`config.mk`:
```
export PLATFORM = sky130hd
export DESIGN_NAME = scb_fifo
export DESIGN_NICKNAME = d
export VERILOG_FILES = /design/src/design/scb_pkg.sv /design/src/design/scb_fifo.sv
export SDC_FILE = /design/constraint.sdc
export NUM_CORES = 1
export LEC_CHECK = 0
export BUFFER_PORTS_ARGS = -buffer_cell sky130_fd_sc_hd__buf_2
export CAP_MARGIN = 20
export CORE_ASPECT_RATIO = 0.75
export CORE_UTILIZATION = 50
export DETAILED_ROUTE_END_ITERATION = 16
export PLACE_DENSITY = 0.76
export SYNTH_ARGS = -nofsm -noshare
export SYNTH_HDL_FRONTEND = slang
export SYNTH_SLANG_ARGS = --single-unit
```
`constraint.sdc`:
```
create_clock -name clk -period 15.7 [get_ports clk]
set_input_delay 1.57 -clock clk [delete_from_list [all_inputs] [get_ports clk]]
set_output_delay 1.57 -clock clk [all_outputs]
set_load 0.005 [all_outputs]
```
`src/design/scb_pkg.sv`:
```
`default_nettype none
package scb_pkg;

	localparam int unsigned APEX_W = 32;
	localparam int unsigned ROT_W  = 16;
	localparam int unsigned COS_W  = 16;
	localparam int unsigned RANGE_W = 31;
	localparam int unsigned H_W    = 46;
	localparam int unsigned H_LO_W = 23;
	localparam int unsigned CFG_IDX_W = 8;
	localparam int unsigned CFG_DATA_W = 32;
	localparam int unsigned QUEUE_DEPTH = 2;

	localparam logic [CFG_IDX_W-1:0] REG_CONE_COSINE = 8'd0;
	localparam logic [CFG_IDX_W-1:0] REG_CONE_RANGE  = 8'd1;

	localparam logic [COS_W-1:0]   COS_RESET   = 16'd23170;
	localparam logic [RANGE_W-1:0] RANGE_RESET = 31'd655360;
	localparam logic [COS_W-1:0]   COS_ONE     = 16'd32768;

	// apex[0..2] in the low bits, then rot[r*3+k]
	typedef struct packed {
		logic [8:0][ROT_W-1:0]  rot;
		logic [2:0][APEX_W-1:0] apex;
	} pose_t;

	// edge[axis*2] is the minimum, edge[axis*2+1] the maximum
	typedef logic [5:0][APEX_W-1:0] box_t;

	typedef struct packed {
		logic               busy;
		logic [H_W-1:0]     h;
		logic [RANGE_W-1:0] range;
	} cone_t;

endpackage
`default_nettype wire

```
`src/design/scb_fifo.sv`:
```
`default_nettype none
module scb_fifo
	import scb_pkg::*;
(
	input  wire logic  clk,
	input  wire logic  arst_n,
	input  wire logic  push,
	input  wire pose_t push_data,
	output logic       full,
	input  wire logic  pop,
	output logic       pop_valid,
	output pose_t      pop_data
);

	pose_t      mem_q [QUEUE_DEPTH];
	logic       wr_ptr_q;
	logic       rd_ptr_q;
	logic [1:0] count_q;

	always_ff @(posedge clk or negedge arst_n) begin
		if (!arst_n) begin
			wr_ptr_q <= 1'b0;
			rd_ptr_q <= 1'b0;
			count_q  <= '0;
		end else begin
			if (push) wr_ptr_q <= ~wr_ptr_q;
			if (pop)  rd_ptr_q <= ~rd_ptr_q;
			count_q <= count_q + 2'(push) - 2'(pop);
		end
	end

	always_ff @(posedge clk) begin
		if (push) mem_q[wr_ptr_q] <= push_data;
	end

	assign full      = (count_q == 2'(QUEUE_DEPTH));
	assign pop_valid = (count_q != '0);
	assign pop_data  = mem_q[rd_ptr_q];

endmodule
`default_nettype wire

```
# == Word-level counts from Yosys, hierarchy flattened ==
# Memory sizes are Yosys's and may differ from the RTL's.
# Index checks and enable logic that the tools add are counted.
# word_totals
reg_bits,4
mem_bits_rw,480
in_bits,244
output_inout_bits,242
word_cells,12
memories,1
# mem_list
name,depth,word_bits,read_ports,rd_clocked_by_memory_dff,write_ports,line,text
mem_q,2,240,1,0,1,scb_fifo.sv:15,pose_t mem_q [QUEUE_DEPTH];
# classes
addsub,2
eq_ne,1
n_mux,2
bitwise,2
n_reduce_logical,1
# ops
cell,n
2-bit by 1-bit adder with 2-bit output,1
"2-bit equality test, second input constant",1
1-bit 2-to-1 mux,2
1-bit inverter,2
2-bit nonzero test,1
2-bit by 1-bit subtractor with 2-bit output,1

# == Logic depth before layout (Yosys ltp) ==
# depth
ltp_word,2
ltp_mapped,5
depth_no_buf,5

# == Worst setup path before layout ==
# OpenSTA, ideal clock, no wires.
# synth_path
path_type,input-to-reg
from,input port push
to,"memory mem_q[0][0] in the netlist's numbering, enable pin"
setup_ps,874
arrival_time_ps,11902
required_ps,14826
setup_slack_ps,2924
path_stages,1
n_path_buf,0
cell_sequence,nor2b_1
# synth_between
elab_chain_len,2
# synth_lines
item,line,text
from (decl),scb_fifo.sv:7,"input wire logic push,"
1-bit 2-to-1 mux,scb_fifo.sv:33,if (push) mem_q[wr_ptr_q] <= push_data;
1-bit 2-to-1 mux (implied by the code),scb_fifo.sv:33,
to (decl),scb_fifo.sv:15,
# Every way passes these cells.

==> results.txt <==
internal power component - 2.95 mW
count of nets after finishing - 1522
port buffer count - 485
Comb pwr share - 0.290
Ports - 486
vias in the first global route - 8999
vias per inst - 5.08
remaining antenna violation count after routing - 0
Clock transition at path regs - 60 ps
R2R depth - 3
vias post-DR - 9047
Synth Net Count - 1008
Die ar. - 37400 um^2
buffer cell driving the clock tree root - sky130_fd_sc_hd__clkbuf_16
register area - 14500 um^2
worst slew margin relative to its limit - 0.227
clock network power share - 0.258
final wirelength - 37100 um
final cell utilization of the core - 0.627
pre-CTS worst setup slack - 11290 ps
Mapped Cells - 762
total track usage - 0.193
Max clock buf depth - 3
Seq pwr share - 0.453
leakage power total - 9.02 nW
distinct cell type count of the synthesized netlist - 13
endpoint of the lowest-slack register-to-register path - mem_q[1][200]$_DFFE_PP_
CTS-repair resized insts - 0
maximum vdd ir drop - 0.214 mV
flop-to-flop setup slack - 12570 ps
number of sinks driven by the clock tree - 484
Setup-failing EPs final - 0
Detailed Routing Iterations Pass 1 - 5
critical setup path kind - flop to output port
Crit path arrival time - 3180 ps
first-pass GRT wire length - 53600 um
Crit Reg-Reg Startpoint - wr_ptr_q$_DFFE_PN0P_
wire length per cell - 20.8 um
area occupied by multi-input gates - 3520 um^2
final-layout fill cell count - 2513
final instance area - 22500 um^2
class of the tightest hold or removal check - flop to flop
average footprint of a synthesized cell - 24.0 um^2
sort of element at the start of the critical path - flop
Switching Fraction - 0.265
Total Power - 4.01 mW
effective utilization at floorplan - 0.509
most common cell after layout, fill and taps aside - sky130_fd_sc_hd__buf_2
Yosys warnings - 0
# rows - 60
number of DRC violations after detailed-routing iteration 0 - 583
commonest non-fill, non-tap cells in the layout - sky130_fd_sc_hd__buf_2, sky130_fd_sc_hd__edfxtp_1, sky130_fd_sc_hd__mux2_4
power density relative to cell area - 178 nW/um^2
sequential area share after synthesis - 0.793
routability congestion estimate from global placement - 0.790
minimum clock period - 4750 ps
setup repair after global routing missed its margin - false
total half-perimeter wirelength after legalization and detailed placement - 25500 um
critical path endpoint - pop_data[115]
total DRC errors in the routed layout - 0
hold buffer count at cts - 0
Placed Instance Area - 21100 um^2
Cell Chain, Critical Path - buf_4 > mux2_4 > buf_2
Core Area - 36000 um^2
clock insertion delay at the later pin of the skew report - 540 ps
start point of the critical path - rd_ptr_q$_DFFE_PN0P_
Worst Clk Skew - 30.0 ps
TNS Setup - 0 ps
Post-Syn Area - 18300 um^2
die extent in y - 168 um
Horiz. Die Dim - 223 um
H-tree depth - 2
number of CTS-inserted buffers - 45
share of layout cells above drive strength 1 - 0.610
Least-Margin Pin Slew - 1160 ps
Final Hold Vio Count - 0
Final Cycle Share - 0.303
worst path required time - 14130 ps
top fanout value on the critical path - 64
CTS tree - built
number of antenna violations at the first check in global routing - 13
maximum operating frequency - 210 MHz
max-capacitance violation count - 0
GRT overflow - 0
flop and latch count out of synthesis - 484
largest net degree at the start of global routing - 126
area growth from synthesis to layout - 23.2%
maximum cell stage delay along the critical path - 1100 ps
run status - completed
count of final max-slew check failures - 0
slowest cell on the critical path - sky130_fd_sc_hd__dfrtp_4
switching component of the power - 1.07 mW
post-CTS setup-driven buffer insertion count - 0
nature of the critical path endpoint - output port
Setup WS post-layout - 10950 ps
layer usage:
layer,up-vias,global-route usage,routed length (um)
met1,4517,0.237,14500
li1,4079,-,-
met2,364,0.321,18500
met4,8,0.0696,1020
met3,79,0.0623,3040
met5,-,0,47
through the flow:
step	hold slack, ps	instances
after floorplan	455	762
final	549	1782
after CTS	555	1774
after detailed placement	542	1694
after global routing	587	1778
after global placement	533	1694
Yosys cell counts, drive strengths merged:
cell type  instances  share of area
edfxtp           480           0.79
mux2             240           0.19
buf               27          0.015
dfrtp              4         0.0055
ha                 2         0.0014
inv                2        0.00041
nor2b              2        0.00068
xor2               2        0.00096
and2               1        0.00034
or2                1        0.00034
xor3               1         0.0013
cell type report:
cell class                 count  share of cell area
clock inverter                14             0.00527
multi-input combinational    249               0.156
sequential                   484               0.644
antenna                        8            0.000888
inverter                       2            0.000333
timing repair buffer         494               0.111
tap                          465              0.0258
clock buffer                  66              0.0567
worst max-delay path, delay by kind of cell (launching register included):
kind                   cells  cell delay [ps]
buffers and inverters      2             1030
flip-flops                 1             1100
multiplexers               1              360
kinds of logic (layout without fill, tap and decap cells):
kind of cell             Yosys count  count (layout)  synth area share
flip-flops                       484             484             0.793
multiplexers                     240             240             0.187
buffers and inverters             29             576            0.0153
AND/OR/NAND/NOR                    4               4           0.00137
XOR/XNOR                           3               3           0.00226
adder cells (fa/ha/maj)            2               2           0.00137
other                              0               8                 0
worst min path at each step:
stage / startpoint / to / slack, ps / cells past startpoint
finish: wr_ptr_q$_DFFE_PN0P_ / wr_ptr_q$_DFFE_PN0P_ / 550 / 1
CTS: wr_ptr_q$_DFFE_PN0P_ / wr_ptr_q$_DFFE_PN0P_ / 550 / 1
floorplan: wr_ptr_q$_DFFE_PN0P_ / wr_ptr_q$_DFFE_PN0P_ / 460 / 1
global placement: wr_ptr_q$_DFFE_PN0P_ / wr_ptr_q$_DFFE_PN0P_ / 530 / 1
global route: wr_ptr_q$_DFFE_PN0P_ / wr_ptr_q$_DFFE_PN0P_ / 590 / 1
detailed placement: wr_ptr_q$_DFFE_PN0P_ / wr_ptr_q$_DFFE_PN0P_ / 540 / 1
power by group through the flow:
stage	Sequential (mW)	Combinational (mW)	Clock [mW]
6_report	1.82	1.16	1.03
5_1_grt	1.84	1.23	1.10
4_1_cts	1.82	1.17	1.06
3_5_place_dp	1.85	1.17	0
3_3_place_gp	1.83	1.16	0
2_1_floorplan	1.87	0.799	0
state kept, by name, indices dropped and copies added (netlist names):
signal and cells:
wr_ptr_q 1, mem_q 480, rd_ptr_q 1, count_q 2
Note: power is estimated with default switching activity, not from simulation.
