$ cat src/design/scb_pkg.sv
`default_nettype none
package scb_pkg;

	localparam int unsigned APEX_W = 32;
	localparam int unsigned ROT_W  = 16;
	localparam int unsigned COS_W  = 16;
	localparam int unsigned RANGE_W = 31;
	localparam int unsigned H_W    = 46;
	localparam int unsigned H_LO_W = 23;
	localparam int unsigned CFG_IDX_W = 8;
	localparam int unsigned CFG_DATA_W = 32;
	localparam int unsigned QUEUE_DEPTH = 2;

	localparam logic [CFG_IDX_W-1:0] REG_CONE_COSINE = 8'd0;
	localparam logic [CFG_IDX_W-1:0] REG_CONE_RANGE  = 8'd1;

	localparam logic [COS_W-1:0]   COS_RESET   = 16'd23170;
	localparam logic [RANGE_W-1:0] RANGE_RESET = 31'd655360;
	localparam logic [COS_W-1:0]   COS_ONE     = 16'd32768;

	// apex[0..2] in the low bits, then rot[r*3+k]
	typedef struct packed {
		logic [8:0][ROT_W-1:0]  rot;
		logic [2:0][APEX_W-1:0] apex;
	} pose_t;

	// edge[axis*2] is the minimum, edge[axis*2+1] the maximum
	typedef logic [5:0][APEX_W-1:0] box_t;

	typedef struct packed {
		logic               busy;
		logic [H_W-1:0]     h;
		logic [RANGE_W-1:0] range;
	} cone_t;

endpackage
`default_nettype wire

$ cat src/design/scb_hcalc.sv
`default_nettype none
module scb_hcalc
	import scb_pkg::*;
(
	input  wire logic                  clk,
	input  wire logic                  arst_n,
	input  wire logic                  wr_en,
	input  wire logic [CFG_IDX_W-1:0]  wr_index,
	input  wire logic [CFG_DATA_W-1:0] wr_data,
	output cone_t                      cone
);

	typedef enum logic [4:0] {
		ST_LOAD = 5'b00001,
		ST_SQRT = 5'b00010,
		ST_MUL  = 5'b00100,
		ST_DIV  = 5'b01000,
		ST_DONE = 5'b10000
	} state_t;

	state_t             state_q;
	logic [COS_W-1:0]   cos_q;
	logic [RANGE_W-1:0] range_q;
	logic [COS_W-1:0]   div_q;
	logic [31:0]        x_q;
	logic [31:0]        res_q;
	logic [31:0]        bit_q;
	logic [H_W-1:0]     num_q;
	logic [COS_W-1:0]   rem_q;
	logic [5:0]         cnt_q;

	logic [COS_W-1:0] cos_clamp;
	logic [31:0]      cos_sq;
	logic [31:0]      trial_sqrt;
	logic [COS_W:0]   trial_div;

	always_comb begin
		if (cos_q == '0) begin
			cos_clamp = COS_W'(1);
		end else if (cos_q > COS_ONE) begin
			cos_clamp = COS_ONE;
		end else begin
			cos_clamp = cos_q;
		end
		cos_sq     = 32'(cos_clamp) * 32'(cos_clamp);
		trial_sqrt = res_q + bit_q;
		trial_div  = {rem_q, num_q[H_W-1]};
	end

	always_ff @(posedge clk or negedge arst_n) begin
		if (!arst_n) begin
			state_q <= ST_LOAD;
			cos_q   <= COS_RESET;
			range_q <= RANGE_RESET;
		end else if (wr_en && (wr_index == REG_CONE_COSINE || wr_index == REG_CONE_RANGE)) begin
			if (wr_index == REG_CONE_COSINE) begin
				cos_q <= wr_data[COS_W-1:0];
			end else begin
				range_q <= wr_data[RANGE_W-1:0];
			end
			state_q <= ST_LOAD;
		end else begin
			unique case (state_q)
				ST_LOAD: state_q <= ST_SQRT;
				ST_SQRT: if (cnt_q == 6'd1) state_q <= ST_MUL;
				ST_MUL:  state_q <= ST_DIV;
				ST_DIV:  if (cnt_q == 6'd1) state_q <= ST_DONE;
				ST_DONE: state_q <= ST_DONE;
				default: state_q <= ST_LOAD;
			endcase
		end
	end

	// digit-by-digit root, multiply by the range, then restoring divide by the clamped cosine
	always_ff @(posedge clk) begin
		unique case (state_q)
			ST_LOAD: begin
				div_q <= cos_clamp;
				x_q   <= 32'h4000_0000 - cos_sq;
				res_q <= '0;
				bit_q <= 32'h4000_0000;
				cnt_q <= 6'd16;
			end
			ST_SQRT: begin
				if (x_q >= trial_sqrt) begin
					x_q   <= x_q - trial_sqrt;
					res_q <= (res_q >> 1) + bit_q;
				end else begin
					res_q <= res_q >> 1;
				end
				bit_q <= bit_q >> 2;
				cnt_q <= cnt_q - 6'd1;
			end
			ST_MUL: begin
				num_q <= H_W'(range_q) * H_W'(res_q[COS_W-1:0]);
				rem_q <= '0;
				cnt_q <= 6'(H_W);
			end
			ST_DIV: begin
				if (trial_div >= {1'b0, div_q}) begin
					rem_q <= COS_W'(trial_div - {1'b0, div_q});
					num_q <= {num_q[H_W-2:0], 1'b1};
				end else begin
					rem_q <= trial_div[COS_W-1:0];
					num_q <= {num_q[H_W-2:0], 1'b0};
				end
				cnt_q <= cnt_q - 6'd1;
			end
			ST_DONE: ;
			default: ;
		endcase
	end

	assign cone.busy  = (state_q != ST_DONE);
	assign cone.h     = num_q;
	assign cone.range = range_q;

endmodule
`default_nettype wire

$ cat config.mk
export PLATFORM = sky130hd
export DESIGN_NAME = scb_hcalc
export DESIGN_NICKNAME = d
export VERILOG_FILES = /design/src/design/scb_pkg.sv /design/src/design/scb_hcalc.sv
export SDC_FILE = /design/constraint.sdc
export NUM_CORES = 2
export LEC_CHECK = 0
export ABC_AREA = 1
export BUFFER_PORTS_ARGS = -buffer_cell sky130_fd_sc_hd__buf_2
export CAP_MARGIN = 20
export CORE_MARGIN = 3
export CORE_UTILIZATION = 59
export DETAILED_ROUTE_END_ITERATION = 8
export PLACE_DENSITY = 0.79
export SLEW_MARGIN = 10
export SYNTH_ARGS = -nofsm -noshare
export SYNTH_HDL_FRONTEND = slang
export SYNTH_SLANG_ARGS = --single-unit
$ cat constraint.sdc
create_clock -name clk -period 5.8 [get_ports clk]
set_clock_uncertainty 0.1 [all_clocks]
set_input_delay 0.87 -clock clk [delete_from_list [all_inputs] [get_ports clk]]
set_output_delay 0.87 -clock clk [all_outputs]
set_load 0.05 [all_outputs]
== Word level (Yosys, flattened, before mapping) ==
Index checks and enable logic that the tools add are counted.
W data, S select, Z words.

* Register bits: 232
* Output and inout port bits: 78

* Add/sub/neg operators: 6
* $mul: 2
* Magnitude comparators: 3
* Equal/unequal tests: 11
* Mux-type cells: 16
* Bitwise gates (word level): 1
* Reduce and logical (&&, ||, !) cells: 12

{| class="wikitable"
|+ Operators with widths
! kind !! count
|-
| $pmux W32 S2 || 3
|-
| $pmux W46 S2 || 1
|-
| $mux W32 || 2
|-
| $mux W16 || 3
|-
| $mul A31 B16 Y46 || 1
|-
| $add A31 B32 Y32 || 1
|-
| $add A32 B32 Y32 || 1
|-
| $ge A32 B32 Y1 || 1
|-
| $mul A16 B16 Y32 || 1
|-
| $pmux W16 S2 || 1
|-
| $sub A31 B32 Y32 const A || 1
|-
| $sub A32 B32 Y32 || 1
|-
| $pmux W5 S5 || 1
|-
| $pmux W6 S3 || 1
|-
| $ge A17 B16 Y1 || 1
|-
| $gt A16 B16 Y1 const B || 1
|-
| $logic_not A16 Y1 || 1
|-
| $sub A16 B16 Y16 || 1
|-
| $mux W5 || 3
|-
| $eq A8 B1 Y1 const B || 1
|-
| $logic_not A8 Y1 || 1
|-
| $reduce_and A2 Y1 || 4
|-
| $eq A6 B1 Y1 const B || 1
|-
| $ne A3 B3 Y1 const B || 2
|-
| other kinds (15) || 16
|}

== Longest topological paths before layout ==
* Depth in word-level cells: 6
* Mapped depth: 36
* Gate-level depth less buffers: 35

== Worst setup path before layout ==
Ideal clock, no wire load.

* Kind: register -> register
* From: reg cos_q[11]
* To: reg x_q[31], data pin
* Library setup time: 0.253 ns
* Arrival time: 6.081 ns
* Data required time: 5.447 ns
* Path slack: -0.634 ns
* Stages on the path, launching flop included: 34
* Path buffers: 3
* Period minus slack after synthesis: 6.434 ns
* Cell sequence: dfstp_2 buf_2 nor2_1 nand2_1 nor2_2 nand2_2 nand2_4 inv_2 buf_6 nor2_1 buf_2 nand2_1 inv_1 fa_1 inv_1 fa_1 inv_1 fa_1 inv_1 fa_1 fa_1 inv_1 fa_1 inv_1 ha_1 a21oi_1 nor2_1 nor2_1 a21boi_0 nor2_1 a211oi_1 nand3_1 nand3_1 nand2_1

* Word-level cells in the longest chain between the ends: 6

{| class="wikitable"
|+ RTL lines
! what !! RTL line !! source
|-
| start: declaration || scb_hcalc.sv:22 || <nowiki>logic [COS_W-1:0] cos_q;</nowiki>
|-
| start signal: assignment || scb_hcalc.sv:57 || <nowiki>cos_q <= wr_data[COS_W-1:0];</nowiki>
|-
| $gt A16 B16 Y1 || scb_hcalc.sv:40 || <nowiki>end else if (cos_q > COS_ONE) begin</nowiki>
|-
| $mux W16 || scb_hcalc.sv:40 ||
|-
| $mux W16 (*) || scb_hcalc.sv:38 || <nowiki>if (cos_q == '0) begin</nowiki>
|-
| net cos_clamp[7] || scb_hcalc.sv:32 || <nowiki>logic [COS_W-1:0] cos_clamp;</nowiki>
|-
| $mul A16 B16 Y32 (*) || scb_hcalc.sv:45 || <nowiki>cos_sq = 32'(cos_clamp) * 32'(cos_clamp);</nowiki>
|-
| $sub A31 B32 Y32 (*) || scb_hcalc.sv:79 || <nowiki>x_q <= 32'h4000_0000 - cos_sq;</nowiki>
|-
| $pmux W32 S2 (*) || scb_hcalc.sv:76 || <nowiki>unique case (state_q)</nowiki>
|-
| end signal: assignment || scb_hcalc.sv:79 ||
|-
| end signal: assignment || scb_hcalc.sv:86 || <nowiki>x_q <= x_q - trial_sqrt;</nowiki>
|-
| end: declaration || scb_hcalc.sv:25 || <nowiki>logic [31:0] x_q;</nowiki>
|}

Mark *: on every way through the listed nets, which the timed path passes. The rest lies on a longest branch.
A chain may end at the register's enable or synchronous reset.

== Final worst setup path ==
* From: reg res_q[8]
* To: reg num_q[44], data pin

* Word-level cells in the longest chain between the ends: 2

{| class="wikitable"
|+ RTL lines
! what !! RTL line !! source
|-
| start: declaration || scb_hcalc.sv:26 || <nowiki>logic [31:0] res_q;</nowiki>
|-
| start signal: assignment || scb_hcalc.sv:87 || <nowiki>res_q <= (res_q >> 1) + bit_q;</nowiki>
|-
| start signal: assignment || scb_hcalc.sv:89 || <nowiki>res_q <= res_q >> 1;</nowiki>
|-
| $mul A31 B16 Y46 || scb_hcalc.sv:95 || <nowiki>num_q <= H_W'(range_q) * H_W'(res_q[COS_W-1:0]);</nowiki>
|-
| $pmux W46 S2 || scb_hcalc.sv:76 ||
|-
| end signal: assignment || scb_hcalc.sv:95 ||
|-
| end signal: assignment || scb_hcalc.sv:102 || <nowiki>num_q <= {num_q[H_W-2:0], 1'b1};</nowiki>
|-
| end signal: assignment || scb_hcalc.sv:105 || <nowiki>num_q <= {num_q[H_W-2:0], 1'b0};</nowiki>
|-
| end: declaration || scb_hcalc.sv:28 || <nowiki>logic [H_W-1:0] num_q;</nowiki>
|}

Every way passes these cells.

==> impl_results.md <==
- Die height: ~260 µm
- CTS root buf: clkbuf_16
- RD Place Congestion: between 0.9 and 1
- First-pass GRT wire length: 178000 µm
- Initial antenna violation count: 5
- Final Hold Viols: 0
- Clock Latency Late Sink: between 0.6 and 0.7 ns
- Fmax: ~0.15 GHz
- Final worst slack: -0.971 ns
- GR Overflow Total: 0
- Area of the multi-input gates: between 30000 and 40000 µm²
- Clock sink count: approximately 220
- WL/cell: ~21 µm
- Die area: 67500 µm²
- CTS tree: done
- Tot Pwr: a little under 20 mW
- Drt drc: 0
- Share of power burned in registers: 14.8%
- Inserted Clock Buffers: 27
- Min-Delay Path Class: primary input to async pin
- Port Buffer Count: 119
- Core area: ~63000 µm²
- Initial core utilization: roughly three fifths
- DR vias: approximately 37000
- Internal: 9.35 mW
- First-pass DRT Iterations: 7
- Vias/cell: just under 6
- Largest net degree at the start of global routing: between 80 and 90
- Die width: 260 µm
- Crit. End Element: flop
- First DRT Iteration DRCs: 4752
- Clk buf depth: 3
- Final hold slack: about 0.28 ns
- Clock share of power: between 8 and 9%
- Nets: ~6400
- Setup Crit Path Kind: flop to flop
- Number of global-route vias before repair: roughly 36000
- WP data required: between 6 and 7 ns
- Ys Warns: 0
- Share of layout cells above drive strength 1: between 20% and 30%
- Row Count: 92
- Flop-to-flop setup slack: -0.97 ns
- Final Routed Wirelength: roughly 130000 µm
- Post-synth ARST share: between 20% and 30%
- Syn_area_per_cell: between 7 and 8 µm²
- Yosys reg bits: about 220
- Reg clk slew, reported paths: 0.06 ns
- Max FO, Critical Path: 6
- LEAKAGE: around 23 nW
- Ys flop type: edfxtp_1
- Post-synth EDFFs: between 150 and 200
- Startpoint types: flop
- Pwr Density: around 410 nW/µm²
- Max Cap Viol: 0
- Dpl cells: approximately 6000
- Crit path time final: ~6.8 ns
- Seq/Total Area, Yosys: about 16%
- Register Area: approximately 6300 µm²
- Psw: between 10 and 15 mW
- Synth cell types: 63
- Final Non-Filler Cells: between 6000 and 7000
- Worst-Margin Slew: between 1 and 1.5 ns
- WP data arrival: 7.02 ns
- Endpoints failing setup: 60
- CTS Hold Bufs: 0
- Switching part of the total: 52.9%
- Slew headroom: between 20% and 30%
- ANT cells: 0
- RSZ-0062 raised after global routing: true
- Post-route ant nets: 0
- H-tree depth: 1
- Period utilisation layout: 117%
- Mapped cell area: ~38000 µm²
- Syn Inst Count: 4847
- Final Slew Violations: 0
- GRT Overall Usage: about 33%
- Worst ir drop on vdd: about 0.35 mV
- Synth-to-layout area growth: 28.1%
- Status: complete, but fails checks
- Violated checks: setup timing
- Comb power frac: roughly three quarters
- Top Ports: between 100 and 150
- HPWL after DPL: about 85000 µm
- Fillers: about 3800
placed cells by master (no fill, tap or decap), types with 34 or more instances in the layout:
master	count
nand2_2	97
nor2_4	75
buf_2	120
edfxtp_1	164
nand2_1	1002
a21oi_4	35
nor2_1	225
buf_4	462
a21oi_1	158
clkbuf_16	34
nor2_2	46
nand2_4	54
xor2_1	44
fa_2	48
nand3_1	96
fa_1	531
buf_6	69
inv_1	1000
inv_2	101
ha_4	49
o21ai_1	76
a21oi_2	35
ha_1	254
xnor2_1	45
o21ai_0	145
power groups by stage:
stage	sequential, mW	clock, mW	combinational, mW
2_1_floorplan	2.99	0	8.24
3_3_place_gp	2.94	0	11.7
3_5_place_dp	2.96	0	11.9
4_1_cts	2.92	1.73	13.2
5_1_grt	2.98	1.82	16.4
6_report	2.94	1.74	15.1
state kept, by name, indices dropped and copies added (netlist names):
signal and count:
bit_q 16, cnt_q 6, cos_q 16, div_q 16
num_q 46, range_q 31, rem_q 16, res_q 32
state_q 5, x_q 32
synthesized netlist by cell type, types with 3 or more instances:
master / n / area share [%]
a211oi_1: 4 / 0.079
a21boi_0: 8 / 0.16
a21o_1: 11 / 0.22
a21oi_1: 224 / 2.9
a21oi_2: 4 / 0.092
a31oi_1: 21 / 0.35
and2_1: 3 / 0.049
buf_1: 24 / 0.24
buf_2: 26 / 0.34
buf_4: 4 / 0.079
buf_6: 4 / 0.12
clkbuf_1: 118 / 1.2
clkinv_1: 4 / 0.039
dfrtp_1: 43 / 2.8
dfstp_2: 9 / 0.62
edfxtp_1: 164 / 13
fa_1: 579 / 30
ha_1: 305 / 10
inv_1: 1094 / 11
inv_2: 14 / 0.14
mux2_2: 15 / 0.44
nand2_1: 1141 / 11
nand2_2: 15 / 0.25
nand2_4: 3 / 0.089
nand3_1: 130 / 1.7
nand3_2: 3 / 0.079
nand3b_1: 4 / 0.079
nand4_1: 33 / 0.54
nor2_1: 328 / 3.2
nor2_2: 9 / 0.15
nor2_4: 9 / 0.27
nor3_1: 41 / 0.54
nor4_1: 7 / 0.12
o2111ai_1: 3 / 0.069
o21a_1: 11 / 0.22
o21ai_0: 214 / 2.8
o21ai_1: 49 / 0.64
o21ai_2: 7 / 0.16
o21bai_1: 13 / 0.26
o22ai_1: 7 / 0.12
or2_1: 3 / 0.049
or2_2: 15 / 0.25
xnor2_1: 52 / 1.2
xor2_1: 45 / 1.0
what timing repair did:
action	in CTS	in global routing
setup endpoints to repair	53	59
setup buffers	59	82
hold endpoints to repair	0	0
gates resized for setup	465	465
pin swaps	217	270
gates cloned	6	7
final cells by class:
| class | count | area share (%) |
|---|---|---|
| inverters | 1113 | 8.67 |
| flip-flops and latches | 216 | 12.9 |
| clock inverters | 21 | 0.401 |
| well taps | 846 | 2.17 |
| clock buffers | 29 | 1.42 |
| multi-input cells | 3367 | 62.4 |
| repair inverters | 1 | 0.0231 |
| repair buffers | 703 | 12.1 |
cell families (layout without fill, tap and decap cells):
| kind of cell | after synthesis | in the layout | synth area share [%] |
|---|---|---|---|
| flops | 216 | 216 | 16.4 |
| simple gates | 1753 | 1753 | 19.0 |
| mux | 15 | 15 | 0.444 |
| compound gates | 591 | 591 | 8.48 |
| other cells | 2 | 27 | 0.0198 |
| fa+ha+maj | 884 | 884 | 40.5 |
| xor+xnor | 97 | 97 | 2.23 |
| buf+inv | 1289 | 1867 | 12.9 |
critical path, cell delays in order (launching register included):
cell	delay, ns
edfxtp_1	0.44
buf_12	0.18
buf_2	0.29
nand2_1	0.29
fa_1	0.66
fa_1	0.49
fa_1	0.61
fa_2	0.46
fa_1	0.54
inv_2	0.05
fa_2	0.47
ha_4	0.34
nand2_4	0.08
buf_4	0.17
o21ai_4	0.55
a21oi_4	0.13
o21ai_4	0.24
nand2_2	0.09
nand3_2	0.08
nand2_1	0.06
nand3_1	0.09
nand2_1	0.08
path summary, 6_finish.rpt:
path | start | end | cells past startpoint
max reg2reg | res_q[8] | num_q[44] | 21
max in group asynchronous | arst_n | range_q[8] | 2
max | res_q[8] | num_q[44] | 21
min | arst_n | range_q[23] | 2
min reg2reg | num_q[12] | num_q[13] | 2
min in group clk | wr_data[22] | range_q[22] | 2
stage by stage:
| stage | setup TNS (ns) | worst slack (ns) | cell area, µm² | utilization (%) |
|---|---|---|---|---|
| 4_1_cts | -7.21 | -0.401 | 46300 | 73.0 |
| 3_5_place_dp | -15.02 | -0.689 | 43100 | 68.0 |
| 2_1_floorplan | -2.04 | -0.194 | 38700 | - |
| 5_1_grt | -41.16 | -1.18 | 48700 | 76.8 |
| 6_report | -30.66 | -0.971 | 48700 | 76.8 |
| 3_3_place_gp | -10.89 | -0.505 | 43100 | 68.0 |
layer usage:
layer	track usage [%]	share of wire, %	routed length, µm	vias to the layer above
li1	-	-	-	15932
met1	41.1	33	44700	17424
met4	13.5	8.7	11600	10
met2	56.4	46	61600	2784
met5	0	0.042	56	-
met3	5.81	12	16200	1025
No activity file was read; power rests on OpenSTA's default activity.
